$ cat config.mk
export PLATFORM = sky130hd
export DESIGN_NAME = rear_lamp_blinker_controller
export DESIGN_NICKNAME = d
export VERILOG_FILES = /design/src/hdl/rlb_pkg.sv /design/src/hdl/rlb_core.sv /design/src/hdl/rear_lamp_blinker_controller.sv
export VERILOG_INCLUDE_DIRS = /design/src /design/src/hdl
export SDC_FILE = /design/constraint.sdc
export NUM_CORES = 1
export LEC_CHECK = 0
export BUFFER_PORTS_ARGS = -buffer_cell sky130_fd_sc_hd__buf_2
export CAP_MARGIN = 20
export CORE_ASPECT_RATIO = 0.8
export CORE_MARGIN = 2
export CORE_UTILIZATION = 45
export CTS_BUF_LIST = sky130_fd_sc_hd__clkbuf_8
export CTS_CLUSTER_SIZE = 12
export DETAILED_ROUTE_END_ITERATION = 8
export GPL_TIMING_DRIVEN = 0
export REMOVE_ABC_BUFFERS = 1
export SKIP_CTS_REPAIR_TIMING = 1
export SYNTH_ARGS = -nofsm -noshare
export SYNTH_HDL_FRONTEND = slang
export SYNTH_SLANG_ARGS = --single-unit
$ cat constraint.sdc
create_clock -name clk_i -period 5 [get_ports clk_i]
set_clock_uncertainty 0.1 [all_clocks]
set_input_delay 0.75 -clock clk_i [delete_from_list [all_inputs] [get_ports clk_i]]
set_output_delay 0.75 -clock clk_i [all_outputs]
set_load 0.02 [all_outputs]
$ cat src/hdl/rear_lamp_blinker_controller_macros.svh
// Assertion shorthands used by rlb_core.
`ifndef REAR_LAMP_BLINKER_CONTROLLER_MACROS_SVH
`define REAR_LAMP_BLINKER_CONTROLLER_MACROS_SVH

// Same-cycle implication, checked outside reset.
`define RLB_ASSERT_IMP(label, clk, rst_n, ante, cons, msg) \
  label: assert property (@(posedge clk) disable iff (!rst_n) (ante) |-> (cons)) \
    else $error(msg);

// Next-cycle implication, checked outside reset.
`define RLB_ASSERT_NXT(label, clk, rst_n, ante, cons, msg) \
  label: assert property (@(posedge clk) disable iff (!rst_n) (ante) |=> (cons)) \
    else $error(msg);

`endif

$ cat src/hdl/rlb_pkg.sv
`default_nettype none

package rlb_pkg;

  localparam int unsigned LampCount = 8;

  // Bit positions of the latched lamp levels.
  localparam int unsigned LAMP_DIR   = 0;
  localparam int unsigned LAMP_CIRC  = 1;
  localparam int unsigned LAMP_SIDEP = 2;
  localparam int unsigned LAMP_WHOLE = 3;
  localparam int unsigned LAMP_SSTOP = 4;
  localparam int unsigned LAMP_MSTOP = 5;
  localparam int unsigned LAMP_REV   = 6;
  localparam int unsigned LAMP_SAFE  = 7;

  localparam int unsigned CfgIndexBits = 2;
  localparam int unsigned CfgDataBits  = 16;

  typedef enum logic [CfgIndexBits-1:0] {
    CFG_BOARD_IS_LEFT   = 2'd0,
    CFG_BLINK_PERIOD_MS = 2'd1,
    CFG_BLINK_HIGH_MS   = 2'd2,
    CFG_SAFE_HOLD_MS    = 2'd3
  } cfg_index_e;

  localparam logic [15:0] BlinkPeriodReset = 16'd1000;
  localparam logic [15:0] BlinkHighReset   = 16'd500;
  localparam logic [15:0] SafeHoldReset    = 16'd3000;

  typedef struct packed {
    logic        board_is_left;
    logic [15:0] blink_period_ms;
    logic [15:0] blink_high_ms;
    logic [15:0] safe_hold_ms;
  } cfg_t;

  typedef struct packed {
    logic left_turn;
    logic right_turn;
    logic hazard;
    logic position_on;
    logic brake_on;
    logic reverse_on;
    logic indicator_changed;
    logic position_changed;
    logic brake_changed;
    logic reverse_changed;
    logic safe_request;
  } cmd_t;

endpackage

`default_nettype wire

$ cat src/hdl/rlb_core.sv
`default_nettype none

`include "rear_lamp_blinker_controller_macros.svh"

module rlb_core
  import rlb_pkg::*;
#(
  parameter int unsigned TIME_BITS = 32
) (
  input  wire logic                 clk_i,
  input  wire logic                 rst_ni,
  input  wire logic                 pass_i,
  input  wire logic [TIME_BITS-1:0] now_i,
  input  wire cmd_t                 cmd_i,
  input  wire cfg_t                 cfg_i,
  output logic [LampCount-1:0]      lamps_o
);

  logic                 phase_high_q, phase_high_d;
  logic [TIME_BITS-1:0] blink_mark_q, blink_mark_d;
  logic                 pending_q, pending_d;
  logic                 safe_active_q, safe_active_d;
  logic [TIME_BITS-1:0] safe_mark_q, safe_mark_d;
  logic [LampCount-1:0] lamp_q, lamp_d;

  logic [15:0]          low_ms;
  logic                 blink_run;
  logic [TIME_BITS-1:0] blink_elapsed;
  logic [TIME_BITS-1:0] safe_elapsed;

  always_comb begin
    low_ms = (cfg_i.blink_period_ms > cfg_i.blink_high_ms) ?
             (cfg_i.blink_period_ms - cfg_i.blink_high_ms) : 16'd0;
    blink_run = (cmd_i.left_turn & cfg_i.board_is_left) | cmd_i.hazard |
                (cmd_i.right_turn & ~cfg_i.board_is_left);
    blink_elapsed = now_i - blink_mark_q;

    phase_high_d  = phase_high_q;
    blink_mark_d  = blink_mark_q;
    pending_d     = pending_q | cmd_i.indicator_changed;
    safe_active_d = safe_active_q;
    safe_mark_d   = safe_mark_q;
    lamp_d        = lamp_q;

    if (blink_run) begin
      if (phase_high_q) begin
        if (blink_elapsed >= TIME_BITS'(cfg_i.blink_high_ms)) begin
          lamp_d[LAMP_DIR] = 1'b0;
          if (cmd_i.position_on) begin
            lamp_d[LAMP_CIRC] = 1'b1;
          end
          phase_high_d = 1'b0;
          blink_mark_d = now_i;
        end
      end else begin
        if (blink_elapsed >= TIME_BITS'(low_ms)) begin
          lamp_d[LAMP_CIRC] = 1'b0;
          lamp_d[LAMP_DIR]  = 1'b1;
          phase_high_d = 1'b1;
          blink_mark_d = now_i;
        end
      end
    end else if (pending_d) begin
      // A turn or hazard change only lands once blinking has stopped.
      pending_d        = 1'b0;
      lamp_d[LAMP_DIR] = 1'b0;
      phase_high_d     = 1'b0;
      if (cmd_i.position_on) begin
        lamp_d[LAMP_CIRC] = 1'b1;
      end
    end

    if (cmd_i.position_changed) begin
      lamp_d[LAMP_SIDEP] = cmd_i.position_on;
      if (cfg_i.board_is_left) begin
        lamp_d[LAMP_WHOLE] = cmd_i.position_on;
      end
      // The circles stay dark while the turn lamp is lit.
      if (!cmd_i.position_on || !phase_high_d) begin
        lamp_d[LAMP_CIRC] = cmd_i.position_on;
      end
    end
    if (cmd_i.brake_changed) begin
      lamp_d[LAMP_SSTOP] = cmd_i.brake_on;
      if (!cfg_i.board_is_left) begin
        lamp_d[LAMP_MSTOP] = cmd_i.brake_on;
      end
    end
    if (cmd_i.reverse_changed) begin
      lamp_d[LAMP_REV] = cmd_i.reverse_on;
    end

    if (cmd_i.safe_request) begin
      safe_active_d     = 1'b1;
      safe_mark_d       = now_i;
      lamp_d[LAMP_SAFE] = 1'b1;
    end
    safe_elapsed = now_i - safe_mark_d;
    if (safe_active_d && (safe_elapsed > TIME_BITS'(cfg_i.safe_hold_ms))) begin
      lamp_d[LAMP_SAFE] = 1'b0;
      safe_active_d     = 1'b0;
    end
  end

  always_ff @(posedge clk_i or negedge rst_ni) begin
    if (!rst_ni) begin
      phase_high_q  <= 1'b0;
      blink_mark_q  <= '0;
      pending_q     <= 1'b0;
      safe_active_q <= 1'b0;
      safe_mark_q   <= '0;
      lamp_q        <= '0;
    end else if (pass_i) begin
      phase_high_q  <= phase_high_d;
      blink_mark_q  <= blink_mark_d;
      pending_q     <= pending_d;
      safe_active_q <= safe_active_d;
      safe_mark_q   <= safe_mark_d;
      lamp_q        <= lamp_d;
    end
  end

  assign lamps_o = lamp_q;

  `RLB_ASSERT_IMP(a_dir_tracks_phase, clk_i, rst_ni, 1'b1,
                  lamp_q[LAMP_DIR] == phase_high_q, "turn lamp out of step with phase")
  `RLB_ASSERT_IMP(a_dir_circ_excl, clk_i, rst_ni, 1'b1,
                  !(lamp_q[LAMP_DIR] && lamp_q[LAMP_CIRC]), "circles lit with turn lamp")
  `RLB_ASSERT_IMP(a_safe_lamp_active, clk_i, rst_ni, lamp_q[LAMP_SAFE],
                  safe_active_q, "safe lamp lit without active hold")
  `RLB_ASSERT_NXT(a_safe_request_lights, clk_i, rst_ni, pass_i && cmd_i.safe_request,
                  lamp_q[LAMP_SAFE] && safe_active_q, "safe request did not light lamp")
  `RLB_ASSERT_NXT(a_idle_holds, clk_i, rst_ni, !pass_i,
                  $stable(lamp_q) && $stable(blink_mark_q), "state moved without a pass")

endmodule

`default_nettype wire

$ cat src/hdl/rear_lamp_blinker_controller.sv
// An accepted word is held in the input register, then its lamp levels show from the lamp register.
// Throughput: one word per cycle with no gap; while a result waits, the input register
// takes one more word and then the input stalls until the result is taken.
// Reset: asynchronous, active low; all lamps off, blink and safe timers cleared,
// configuration back to left board, 1000 ms period, 500 ms on-time, 3000 ms hold.
`default_nettype none

module rear_lamp_blinker_controller
  import rlb_pkg::*;
#(
  parameter int unsigned TIME_BITS = 32
) (
  input  wire logic                    clk_i,
  input  wire logic                    rst_ni,
  input  wire logic                    cfg_we_i,
  input  wire logic [CfgIndexBits-1:0] cfg_index_i,
  input  wire logic [CfgDataBits-1:0]  cfg_data_i,
  input  wire logic                    in_valid_i,
  output logic                         in_stall_o,
  input  wire logic [TIME_BITS-1:0]    now_ms_i,
  input  wire logic                    left_turn_i,
  input  wire logic                    right_turn_i,
  input  wire logic                    hazard_i,
  input  wire logic                    position_on_i,
  input  wire logic                    brake_on_i,
  input  wire logic                    reverse_on_i,
  input  wire logic                    indicator_changed_i,
  input  wire logic                    position_changed_i,
  input  wire logic                    brake_changed_i,
  input  wire logic                    reverse_changed_i,
  input  wire logic                    safe_request_i,
  output logic                         out_valid_o,
  input  wire logic                    out_stall_i,
  output logic                         direction_lamp_o,
  output logic                         circles_lamp_o,
  output logic                         side_position_lamp_o,
  output logic                         whole_position_lamp_o,
  output logic                         side_stop_lamp_o,
  output logic                         middle_stop_lamp_o,
  output logic                         reverse_lamp_o,
  output logic                         safe_lamp_o
);

  cfg_t                 cfg_q;
  logic                 in_vld_q;
  logic [TIME_BITS-1:0] now_q;
  cmd_t                 cmd_q;
  cmd_t                 cmd_in;
  logic                 out_vld_q;
  logic                 advance;
  logic                 in_take;
  logic [LampCount-1:0] lamps;

  always_ff @(posedge clk_i or negedge rst_ni) begin
    if (!rst_ni) begin
      cfg_q.board_is_left   <= 1'b1;
      cfg_q.blink_period_ms <= BlinkPeriodReset;
      cfg_q.blink_high_ms   <= BlinkHighReset;
      cfg_q.safe_hold_ms    <= SafeHoldReset;
    end else if (cfg_we_i) begin
      case (cfg_index_e'(cfg_index_i))
        CFG_BOARD_IS_LEFT:   cfg_q.board_is_left   <= cfg_data_i[0];
        CFG_BLINK_PERIOD_MS: cfg_q.blink_period_ms <= cfg_data_i;
        CFG_BLINK_HIGH_MS:   cfg_q.blink_high_ms   <= cfg_data_i;
        CFG_SAFE_HOLD_MS:    cfg_q.safe_hold_ms    <= cfg_data_i;
        default: begin
        end
      endcase
    end
  end

  assign cmd_in = '{
    left_turn:         left_turn_i,
    right_turn:        right_turn_i,
    hazard:            hazard_i,
    position_on:       position_on_i,
    brake_on:          brake_on_i,
    reverse_on:        reverse_on_i,
    indicator_changed: indicator_changed_i,
    position_changed:  position_changed_i,
    brake_changed:     brake_changed_i,
    reverse_changed:   reverse_changed_i,
    safe_request:      safe_request_i
  };

  // The held word moves into the lamp register whenever that register is free or drains.
  assign advance    = in_vld_q && (!out_vld_q || !out_stall_i);
  assign in_stall_o = in_vld_q && !advance;
  assign in_take    = in_valid_i && !in_stall_o;

  always_ff @(posedge clk_i or negedge rst_ni) begin
    if (!rst_ni) begin
      in_vld_q  <= 1'b0;
      out_vld_q <= 1'b0;
    end else begin
      if (in_take) begin
        in_vld_q <= 1'b1;
      end else if (advance) begin
        in_vld_q <= 1'b0;
      end
      if (advance) begin
        out_vld_q <= 1'b1;
      end else if (!out_stall_i) begin
        out_vld_q <= 1'b0;
      end
    end
  end

  always_ff @(posedge clk_i) begin
    if (in_take) begin
      now_q <= now_ms_i;
      cmd_q <= cmd_in;
    end
  end

  rlb_core #(
    .TIME_BITS(TIME_BITS)
  ) u_core (
    .clk_i   (clk_i),
    .rst_ni  (rst_ni),
    .pass_i  (advance),
    .now_i   (now_q),
    .cmd_i   (cmd_q),
    .cfg_i   (cfg_q),
    .lamps_o (lamps)
  );

  assign out_valid_o           = out_vld_q;
  assign direction_lamp_o      = lamps[LAMP_DIR];
  assign circles_lamp_o        = lamps[LAMP_CIRC];
  assign side_position_lamp_o  = lamps[LAMP_SIDEP];
  assign whole_position_lamp_o = lamps[LAMP_WHOLE];
  assign side_stop_lamp_o      = lamps[LAMP_SSTOP];
  assign middle_stop_lamp_o    = lamps[LAMP_MSTOP];
  assign reverse_lamp_o        = lamps[LAMP_REV];
  assign safe_lamp_o           = lamps[LAMP_SAFE];

endmodule

`default_nettype wire

# Yosys cells after proc, flatten, opt, wreduce, memory -nomap -nowiden
# Index checks and enable logic that the tools add are counted.
# word_totals
register_bits	169
out_inout_bits	10
# op_classes
addsub	3
reduce_logical	29
order_cmp	4
mux	27
n_bitwise	6
eq_ne	7
# op_table
cell	count
$mux 32	4
$ge 32x16->1	2
$sub 32x32->32	2
$gt 32x16->1	1
$mux 1	17
$gt 16x16->1	1
$mux 16	1
$reduce_and 2->1	8
$sub 16x16->16	1
$mux 2	5
$reduce_and 4->1	2
$reduce_bool 2->1	4
$logic_not 1->1	6
$reduce_and 3->1	2
$eq 2x2->1 const B	2
$logic_and 1x1->1	4
$ne 3x2->1 const B	1
$ne 3x3->1 const B	1
$or 1x1->1	3
$and 1x1->1	2
$eq 2x1->1 const B	1
$logic_not 2->1	1
$logic_or 1x1->1	2
$ne 2x1->1 const B	1
2 further kinds	2

# Logic depth before layout (Yosys ltp)
# logic_depth
word_depth	10
mapped_depth	26

# Modules after synthesis
# From an unflattened synthesis, not the netlist that was laid out.
# unflattened
hier_cells	1182
area_unflattened_um2	12343.1
# by_module_without_submodules
mod	cells_each	seq_area_each_um2	area_each_um2	instances
rlb_core	1026	1876.8	8951.1	1
rear_lamp_blinker_controller	156	2592.5	3392.0	1

# Worst setup path before layout
# Ideal clock, no wire load.
# synth_timing
path_kind	flip-flop to flip-flop
startpoint	register cfg_q[32] (netlist bit)
endpoint	register u_core.blink_mark_q[10]
n_path_buf	1
slack_ps	212
arrival_ps	4563
period_less_slack_ps	4788
stages_incl_launch_ff	24
cell_sequence	dfrtp_1 > inv_1 > ha_1 > inv_1 > fa_1 > a21o_1 > a21oi_1 > o21ai_0 > a21oi_1 > o21bai_1 > a211o_1 > a2111oi_0 > nor3_1 > a31oi_1 > xnor2_1 > nand2_1 > ha_1 > nand4_1 > a211oi_1 > nor2_1 > mux2_2 > a31oi_4 > buf_12 > mux2_4
# synth_between
elab_chain_len	5
word_cells_on_any_way	6
classes_between	add/sub: 1; order compare: 2; mux: 1; reduce/logical: 2
# synth_lines
element	line_no	text
start, declared	rear_lamp_blinker_controller.sv:44	cfg_t cfg_q;
$sub 16x16->16 or $gt 16x16->1 (tied branches)	rlb_core.sv:33, rlb_core.sv:32	
$mux 16 *	rlb_core.sv:32	low_ms = (cfg_i.blink_period_ms > cfg_i.blink_high_ms) ?
$ge 32x16->1 *	rlb_core.sv:56	if (blink_elapsed >= TIME_BITS'(low_ms)) begin
$reduce_bool 2->1 (no source line) *	-	
$reduce_and 4->1 (no source line) *	-	
end signal, assigned	rlb_core.sv:115	blink_mark_q <= blink_mark_d;
end, declared	rlb_core.sv:20	logic [TIME_BITS-1:0] blink_mark_q, blink_mark_d;
# Every way passes the cells marked *; elsewhere a longest branch is shown, timed or not.
# A chain may end at the register's enable or synchronous reset.

# Final worst setup path
# layout_timing
startpoint	register cmd_q[0] (netlist bit)
endpoint	register u_core.lamp_q[7] (netlist: u_core.lamps_o[7])
# layout_between
elab_chain_len	6
word_cells_on_any_way	8
classes_between	add/sub: 1; order compare: 1; mux: 3; reduce/logical: 3
# layout_lines
element	line_no	text
start, declared	rear_lamp_blinker_controller.sv:47	cmd_t cmd_q;
start signal, assigned	rear_lamp_blinker_controller.sv:112	cmd_q <= cmd_in;
$mux 32 *	rlb_core.sv:93	if (cmd_i.safe_request) begin
net u_core.safe_mark_d[0]	rlb_core.sv:23	logic [TIME_BITS-1:0] safe_mark_q, safe_mark_d;
$sub 32x32->32 *	rlb_core.sv:98	safe_elapsed = now_i - safe_mark_d;
$gt 32x16->1 *	rlb_core.sv:99	if (safe_active_d && (safe_elapsed > TIME_BITS'(cfg_i.safe_hold_ms))) begin
$logic_and 1x1->1 *	rlb_core.sv:99	
$reduce_bool 2->1 (no source line)	-	
$reduce_and 2->1 (no source line)	-	
end signal, assigned	rlb_core.sv:119	lamp_q <= lamp_d;
end, declared	rlb_core.sv:24	logic [LampCount-1:0] lamp_q, lamp_d;
# Mark *: on every way through the listed nets, which the timed path passes. The rest lies on a longest branch.

==> metrics <==
clock edge transition at the registers on the reported setup and hold paths=0.11 ns; area of all sequential standard cells=4470 sq um; most frequent cell after synthesis=ha_1; global-route usage over all layers=0.217; clock network latency to the later pin of the worst-skew pair=0.49 ns; total standard cell area after synthesis=12400 sq um; post-route ant nets=0; transition time of the tightest slew-check pin=1.09 ns; Yosys top cell by area=dfrtp_1; via density per instance=5.64; drt drc=0; maximum number of pins on one net before global-route repair=69; fraction of the mapped netlist area in adder cells=0.132; vias in the first global route=9072; Final HPWL DP=23.5 mm; Inserted Clock Buffers=17; unique cell type count in the Yosys netlist=80; global-route wire length before repair=49.6 mm; count of vias placed by the detailed router=9733; initial core utilization=0.455; commonest cells in the netlist=ha_1, dfrtp_1, nand2_1; Max Fanout on Critical Path=5; Placed Cells=1662; share of post-route cells with drive strength above 1=0.247; Leak=0.00629 uW; final global-route overflow total=0; total wirelength of the detailed-routed design=31.5 mm; placeable core region=27200 sq um; footprint of the multi-input gates=7660 sq um; clock tree from TritonCTS=built; shortest clock period the worst path allows after layout=5.08 ns; Peak supply drop=235 uV; critical setup path kind=flop to flop; Worst slew margin=0.268; Critical R2R Launch=cmd_q[0]; worst reg2reg endpoint=u_core.lamps_o[7]; port buffer count=75; Worst Reg-to-Reg Cells=21; endpoint type of the worst setup path=flop; number of top-level design ports=76; post-synthesis register bit count=169; number of clock sinks seen by CTS=169; detailed-routing iteration count for the pre-antenna-repair pass=6; full die area=28800 sq um; hold crit path type=primary input to async pin; Final Wtd Congestion=0.934; violated checks=negative setup slack; Finished Core Util=0.522; count of yosys warnings during synthesis=0; Final WS setup=-0.0826 ns; mean area per synthesized cell=9.82 sq um; Die X-Extent=189 microns; pwr dens=454 nW/um^2; required time of the critical path=5.32 ns; leading cell types by total area after synthesis=dfrtp_1, ha_1, edfxtp_1, mux2_2, dfstp_2; post-DR wirelength/cell=18.2 microns; synthesized-area fraction occupied by and/or/nand/nor cells=0.136; launching element type of the critical path=flop; final setup violation count=34; Syn Inst Count=1258; status=complete, but fails checks; register-to-register setup slack=-0.08 ns; final-layout fill cell count=2506; Synth top area share=0.215; Bufs on Longest Clock Path=2; DRC violation total after the first TritonRoute iteration=781; final worst path period share=1.02; xor/xnor cell area share of the yosys netlist=0.0305; Max Clk Rate=197 MHz; critical path launch point=cmd_q[0]; fraction of synthesized area in multiplexers=0.119; critical path data arrival time=5.40 ns; Die Ht=152 microns; number of hold violations in the final report=0; dominant synthesized flop cell=dfrtp_1; part of the Yosys area used for sequential elements=0.362; number of enable-type register cells in the synthesized netlist=43; dominant combinational cell family by area after synthesis=compound AO/OA/AOI/OAI gates; Area growth syn-to-layout=14.8%; number of nets in the finished design=1543; master cell of the clock root buffer=clkbuf_8; share of the synthesized area in compound gates (AO/OA/AOI/OAI)=0.176; number of max-cap violations=0; number of antenna violations at the first check in global routing=1; number of max-slew violations in the final report=0; standard-cell row count=54; Layout Cells excl Fill=1726; Post-synth ARST share=0.746; setup repair after global routing missed its margin=true; H-tree levels=4
-- critical path, cell delays in order, from the launching register on --
cell	delay, ns
edfxtp_1	0.47
clkbuf_16	0.20
mux2_4	0.22
ha_4	0.14
inv_2	0.04
fa_2	0.36
a21o_1	0.21
a21oi_2	0.21
o21a_2	0.25
o2111ai_2	0.23
nand2_2	0.19
xnor2_1	0.12
ha_1	0.32
nand4_1	0.25
nor3_2	0.28
nand4_1	0.18
nand2_2	0.14
o2111a_2	0.26
o2111ai_4	0.14
nor4_4	0.24
nand4_1	0.24
a31oi_1	0.22
-- flip-flops by register name, indices dropped and copies added, names as in the netlist --
name / cells
cfg_q: 49
now_q: 32
u_core.blink_mark_q: 32
u_core.safe_mark_q: 32
cmd_q: 11
u_core.lamps_o: 8
in_vld_q: 1
out_valid_o: 1
u_core.pending_q: 1
u_core.phase_high_q: 1
u_core.safe_active_q: 1
-- cells by family after synthesis --
family | count (synthesis)
simple gates | 335
compound gates | 329
flops | 169
buf+inv | 129
fa+ha+maj | 129
mux | 124
xor+xnor | 43
-- layer usage --
layer	track usage	wire [microns]	vias up
li1	-	-	4828
met1	0.345	16600	4651
met2	0.301	12900	229
met3	0.0449	1640	23
met4	0.0439	331	2
met5	0	13	-
-- final cells by class --
| class | instances | share of cell area |
|---|---|---|
| Timing Repair Buffer | 113 | 0.0591 |
| Clock inverter | 14 | 0.0128 |
| Tap cell | 364 | 0.0321 |
| Inverter | 87 | 0.0230 |
| Clock buffer | 18 | 0.0175 |
| Antenna cell | 1 | 0.000176 |
| Multi-Input combinational cell | 960 | 0.540 |
| Sequential cell | 169 | 0.315 |
-- metrics by stage --
stage          power (uW)  TNS (ns)  hold WS [ns]  setup slack (ns)  cell area [sq um]
2_1_floorplan        4190     -9.82         0.342            -0.366              12100
3_3_place_gp         4930    -44.57         0.357             -2.29              13000
3_5_place_dp         5010    -22.38         0.360             -1.36              13100
4_1_cts              6140    -24.05         0.148             -1.45              13600
5_1_grt              6940     -9.61         0.165            -0.316              14200
6_report             6440     -1.34         0.148           -0.0826              14200
-- worst max-delay path by stage --
stage                                   end  slack (ns)
finish                    u_core.lamps_o[7]       -0.08
global route        u_core.blink_mark_q[27]       -0.32
CTS                    u_core.safe_active_q       -1.45
detailed placement        u_core.lamps_o[7]       -1.36
global placement          u_core.lamps_o[7]       -2.29
floorplan            u_core.blink_mark_q[0]       -0.37
-- report_power, final --
part           total (uW)  internal [uW]  switching [uW]
clock network        1100            522             583
logic                3480           1530            1950
registers            1860           1690             165
-- cells in the final DEF, fill, tap and decap left out, types with 8 or more instances in the layout --
| master | instances |
|---|---|
| a21o_1 | 30 |
| o211ai_1 | 13 |
| mux2i_1 | 31 |
| o21ai_0 | 73 |
| nor2b_1 | 18 |
| inv_1 | 86 |
| o21a_1 | 21 |
| buf_4 | 23 |
| dfrtp_1 | 106 |
| o21bai_1 | 8 |
| ha_1 | 121 |
| edfxtp_1 | 43 |
| dfstp_2 | 20 |
| or3_1 | 9 |
| and3_1 | 14 |
| mux2_2 | 57 |
| nand2b_1 | 13 |
| clkbuf_8 | 18 |
| mux2_4 | 33 |
| nor3_1 | 20 |
| nand4_1 | 26 |
| nand2_1 | 92 |
| buf_2 | 74 |
| a21oi_1 | 72 |
| xnor2_1 | 32 |
| a21oi_2 | 13 |
| nand3_1 | 39 |
| xor2_1 | 10 |
| nor2_1 | 55 |
Note: power is estimated with default switching activity, not from simulation.
